## src/rtl/core/ehist_pkg.sv

```systemverilog
package ehist_pkg;

	// default geometry of the histogram store
	localparam int BINS_DEF    = 2048;
	localparam int COUNT_W_DEF = 32;

	// fixed field widths
	localparam int CHAN_W   = 12;
	localparam int ENERGY_W = 16;
	localparam int IDX_W    = 11;
	localparam int OUT_W    = 32;

	localparam logic [CHAN_W-1:0] CHANNEL_RESET = 12'd2048;
	localparam logic [OUT_W-1:0]  OUT_COUNT_MAX = 32'hFFFF_FFFF;

	// item kinds
	localparam logic KIND_EVENT = 1'b0;
	localparam logic KIND_READ  = 1'b1;

	// controller to datapath
	typedef struct packed {
		logic clr_step;  // write zero at the clear pointer
		logic capture;   // latch the accepted word, issue the memory read
		logic update;    // write back, load the result on a read
	} cmd_t;

	// datapath to controller
	typedef struct packed {
		logic clear_last;  // clear pointer at the last bin
		logic item_read;   // held item is a read and clear
		logic out_free;    // result register can take a word this cycle
	} sts_t;

endpackage

```

## src/rtl/core/ehist_ctrl.sv

```systemverilog
module ehist_ctrl (
	input  logic              clk,
	input  logic              arst_n,
	input  logic              item_valid,
	input  ehist_pkg::sts_t   sts,
	output logic              item_ready,
	output ehist_pkg::cmd_t   cmd
);

	localparam logic [1:0] ST_CLEAR = 2'd0;
	localparam logic [1:0] ST_IDLE  = 2'd1;
	localparam logic [1:0] ST_UPD   = 2'd2;

	logic [1:0] state_q;
	logic [1:0] state_d;

	// next state and commands
	always_comb begin
		state_d      = state_q;
		cmd          = '0;
		item_ready   = 1'b0;
		case (state_q)
			ST_CLEAR: begin
				cmd.clr_step = 1'b1;
				if (sts.clear_last) begin
					state_d = ST_IDLE;
				end
			end
			ST_IDLE: begin
				item_ready = 1'b1;
				if (item_valid) begin
					cmd.capture = 1'b1;
					state_d     = ST_UPD;
				end
			end
			ST_UPD: begin
				// a read waits here until the result register is free
				if (!sts.item_read || sts.out_free) begin
					cmd.update = 1'b1;
					state_d    = ST_IDLE;
				end
			end
			default: begin
				state_d = ST_IDLE;
			end
		endcase
	end

	always_ff @(posedge clk or negedge arst_n) begin
		if (!arst_n) begin
			state_q <= ST_CLEAR;
		end else begin
			state_q <= state_d;
		end
	end

endmodule

```

## config.mk

```make
export PLATFORM = sky130hd
export DESIGN_NAME = ehist_ctrl
export DESIGN_NICKNAME = d
export VERILOG_FILES = /design/src/rtl/core/ehist_pkg.sv /design/src/rtl/core/ehist_ctrl.sv
export SDC_FILE = /design/constraint.sdc
export NUM_CORES = 1
export LEC_CHECK = 0
export ABC_AREA = 1
export BUFFER_PORTS_ARGS = -buffer_cell sky130_fd_sc_hd__buf_2
export CORE_AREA = 2 2 39 41
export CTS_CLUSTER_SIZE = 20
export DETAILED_ROUTE_END_ITERATION = 10
export DIE_AREA = 0 0 41 43
export MAX_ROUTING_LAYER = met4
export RECOVER_POWER = 100
export SYNTH_ARGS = -nofsm -noshare
export SYNTH_HDL_FRONTEND = slang
export SYNTH_SLANG_ARGS = --single-unit
```

## constraint.sdc

```tcl
create_clock -name clk -period 1.2 [get_ports clk]
set_clock_uncertainty 0.15 [all_clocks]
set_input_delay 0.12 -clock clk [delete_from_list [all_inputs] [get_ports clk]]
set_output_delay 0.12 -clock clk [all_outputs]
set_load 0.005 [all_outputs]
```

==> results.md <==
Finish:
- Leaving out fill and tap cells, the most frequent cells in the layout are buf_2, inv_1, nor2_1, nand2_1, clkbuf_4.
- The combined area of the multi-input logic cells is 72.6 µm².
- The summed area of non-filler cells in the final layout is ~250 µm².
- In the final design database the tool counted 42 nets.
- Compared with the post-synthesis result, the final layout area differs by 97.1%.
- Of the cells placed in the final design, the portion with a size suffix greater than 1 is 58.8%.
- More flip-flops sit in one register than any other, and that register is state_q.
- 0 antenna diodes ended up in the layout.
- The library cell used most frequently in the layout, excluding fill and tap cells, is buf_2.
- The register with the most flip-flops in the layout has 2 of them.
- The number of fill cells is about 170.
- Summing all flip-flop and latch instances after layout gives 51.3 µm².
- The largest registers in the layout are state_q x2.

Drt:
- The routed layout has 157 vias.
- The detail-routed net length per standard cell is between 7 and 8 µm.
- For this block, the initial DRC count from the detailed router was 3.
- The final antenna-violating net count is 0.
- Summed over all layers, the routed wires come to 362 µm.
- Dividing the detail-routed via count by the number of cells gives about 3.1.
- The DRC violation count after routing is 0.
- The first-pass iteration count of the detailed router is 2.

STA:
- The max-slew violation count is 0.
- Timing would allow up to ~810 MHz.
- After layout, the worst setup slack is -0.0313 ns.
- The final hold slack is 0.0480 ns.
- The period utilization is 103%.
- Setup repair after global routing could not meet its margin everywhere.
- Headroom to the max-slew limit came out at between 90 and 100%.
- The actual slew at the worst max-slew pin is around 0.13 ns.
- The final hold violation count was 0.
- The final critical delay including setup and external delays is 1.23 ns.
- Setup violations remaining at the end of the flow were counted as 3.

Min path:
- The number of cells traversed by the worst hold path is 4.
- The launch point of the worst hold path is sts[0].
- The classification of the worst-slack hold path is primary input to flop.
- The worst min-delay path endpoint is state_q[1].

Placed design:
- The congestion estimate from routability-driven global placement came to 0.541.
- The half-perimeter wire length after placement is 252 µm.
- The placement-stage cell area is approximately 190 µm².
- The count of buffers added on input and output ports is 9.

Die:
- During I/O placement, the number of pins put on the boundary was 10.
- Measured along the x axis, the die boundary spans between 40 and 50 µm.
- The die covers 1760 µm².
- The die height is 43 µm.
- The placement row count is 14.
- For this configuration, the core starts out at a cell density of 9.31%.
- The total core area is 1380 µm².

Run:
- The count of maximum capacitance violations is 0.

Critical path:
- Data on the critical path is required at its endpoint by around 0.93 ns.
- In this run the register-to-register setup slack is approximately 0.12 ns.
- The classification of the worst setup path is flop to output pin.
- The maximum fanout along the worst path is 4.
- The worst reg-to-reg path cell count is 6.
- The worst setup path is captured at an output pin.
- The endpoint identified for the worst register-to-register timing path is state_q[0].
- The critical register-to-register path startpoint is state_q[1].
- The startpoint class of the critical path is a flop.
- The worst endpoint data arrival time is 0.96 ns.

Logic synthesis:
- The number of cells produced by synthesis is 19.
- The total of warnings raised by yosys is 0.
- The number of synthesized register bits is 2.
- By area the synthesized netlist is led by dfrtp_1, inv_1, nor2_1.
- Dividing the synthesized area by the synthesized cell count gives 6.78 µm².
- The cell accounting for the most synthesized area is dfrtp_1.
- The register area share after synthesis is 38.8%.
- The post-synthesis cell type count is 9.
- The synthesized netlist occupies a cell area of 129 µm².
- The synthesized design devotes to its leading area cell type 38.8% of total area.
- The number of nets produced by synthesis is 25.

Clock tree:
- Buffers inserted during clock tree synthesis total 3.
- At the later pin of the worst-skew pair, clock insertion delay measures 0.22 ns.
- The maximum buffer depth of the clock tree is 2.
- The clock-pin slew on the worst setup and hold paths is approximately 0.03 ns.
- TritonCTS built the clock tree.
- The master cell of the clock root buffer is clkbuf_4.
- The CTS sink count is 2.
- In this run the number of H-tree levels came out at 1.

Global routing:
- The via count of the first global-routing pass is 159.
- Entering global routing, the biggest net connects 5 pins.
- In the global route stage, overall resource usage came out at between 6 and 7%.
- Summed over all layers, the global routing overflow is 0.
- The initial antenna violation count is 0.
- The first-pass GRT wire length is 558 µm.

Power:
- The largest voltage drop on the vdd net is 0.435 mV.
- In this run the static leakage power is 0.141 nW.
- The ratio of total power to cell area is 2230 nW/µm².

Outcome:
- The final reports fail on setup timing.
- The run finished, with violations left.
cells in the mapped netlist:
| cell type | count |
|---|---|
| nor2_1 | 4 |
| o21ai_0 | 1 |
| inv_1 | 5 |
| nand2_2 | 1 |
| dfrtp_1 | 2 |
| nand2_1 | 3 |
| o21bai_2 | 1 |
| nor2_2 | 1 |
| nor3_1 | 1 |
routing by layer:
metal	share of wire (%)	global-route usage, %
met4	0	12.0
met1	38	5.11
met2	51	6.25
met5	0	-
met3	10	3.14
cells by family (layout without fill, tap and decap cells):
logic type	after synthesis	count (layout)	synth area share (%)
simple gates	10	10	34.0
buf+inv	5	20	14.6
compound gates	2	2	12.6
flops	2	2	38.8
power breakdown:
| group | switching [mW] | internal, mW | total (mW) |
|---|---|---|---|
| Combinational | 0.138 | 0.141 | 0.279 |
| Sequential | 0.0369 | 0.101 | 0.138 |
| Clock | 0.0381 | 0.110 | 0.148 |
| Total | 0.213 | 0.353 | 0.566 |
final cells by class:
type / count / area share (%)
multi-input combinational: 12 / 28.6
timing repair buffer: 12 / 27.1
tap: 16 / 7.88
inverter: 5 / 7.39
sequential: 2 / 20.2
clock buffer: 3 / 8.87
metrics by stage:
step | std cells | util [%] | total power [mW] | worst slack, ns | setup TNS (ns)
after floorplan | 19 | - | 0.253 | 0.219 | 0
after CTS | 49 | 16.9 | 0.519 | -0.0493 | -0.128
final | 50 | 18.4 | 0.566 | -0.0313 | -0.0571
after global placement | 44 | 14.0 | 0.331 | 0.196 | 0
after detailed placement | 44 | 14.0 | 0.335 | 0.174 | 0
after global routing | 50 | 18.4 | 0.622 | -0.0783 | -0.275
critical path, stage by stage (launching register included):
cell and delay [ns]:
dfrtp_2 0.43, nor3_1 0.17, buf_2 0.13
worst max-delay path by stage:
stage,end,from,slack [ns],depth (start not counted)
4_1_cts,cmd[1],state_q[1],-0.05,4
6_report,cmd[0],state_q[0],-0.03,2
3_5_place_dp,cmd[1],state_q[1],0.17,4
3_3_place_gp,cmd[0],state_q[0],0.20,2
2_1_floorplan,state_q[0],state_q[0],0.22,4
5_1_grt,cmd[0],state_q[0],-0.08,2
timing repair:
action / in CTS / in global routing
endpoints found under the setup margin: 3 / 4
gates resized for setup: 1 / 5
hold buffers: 1 / 0
hold endpoints to repair: 2 / 0
pin swaps: 1 / 1
buffers inserted: 1 / 1
Power figures use the tool's default switching activity.
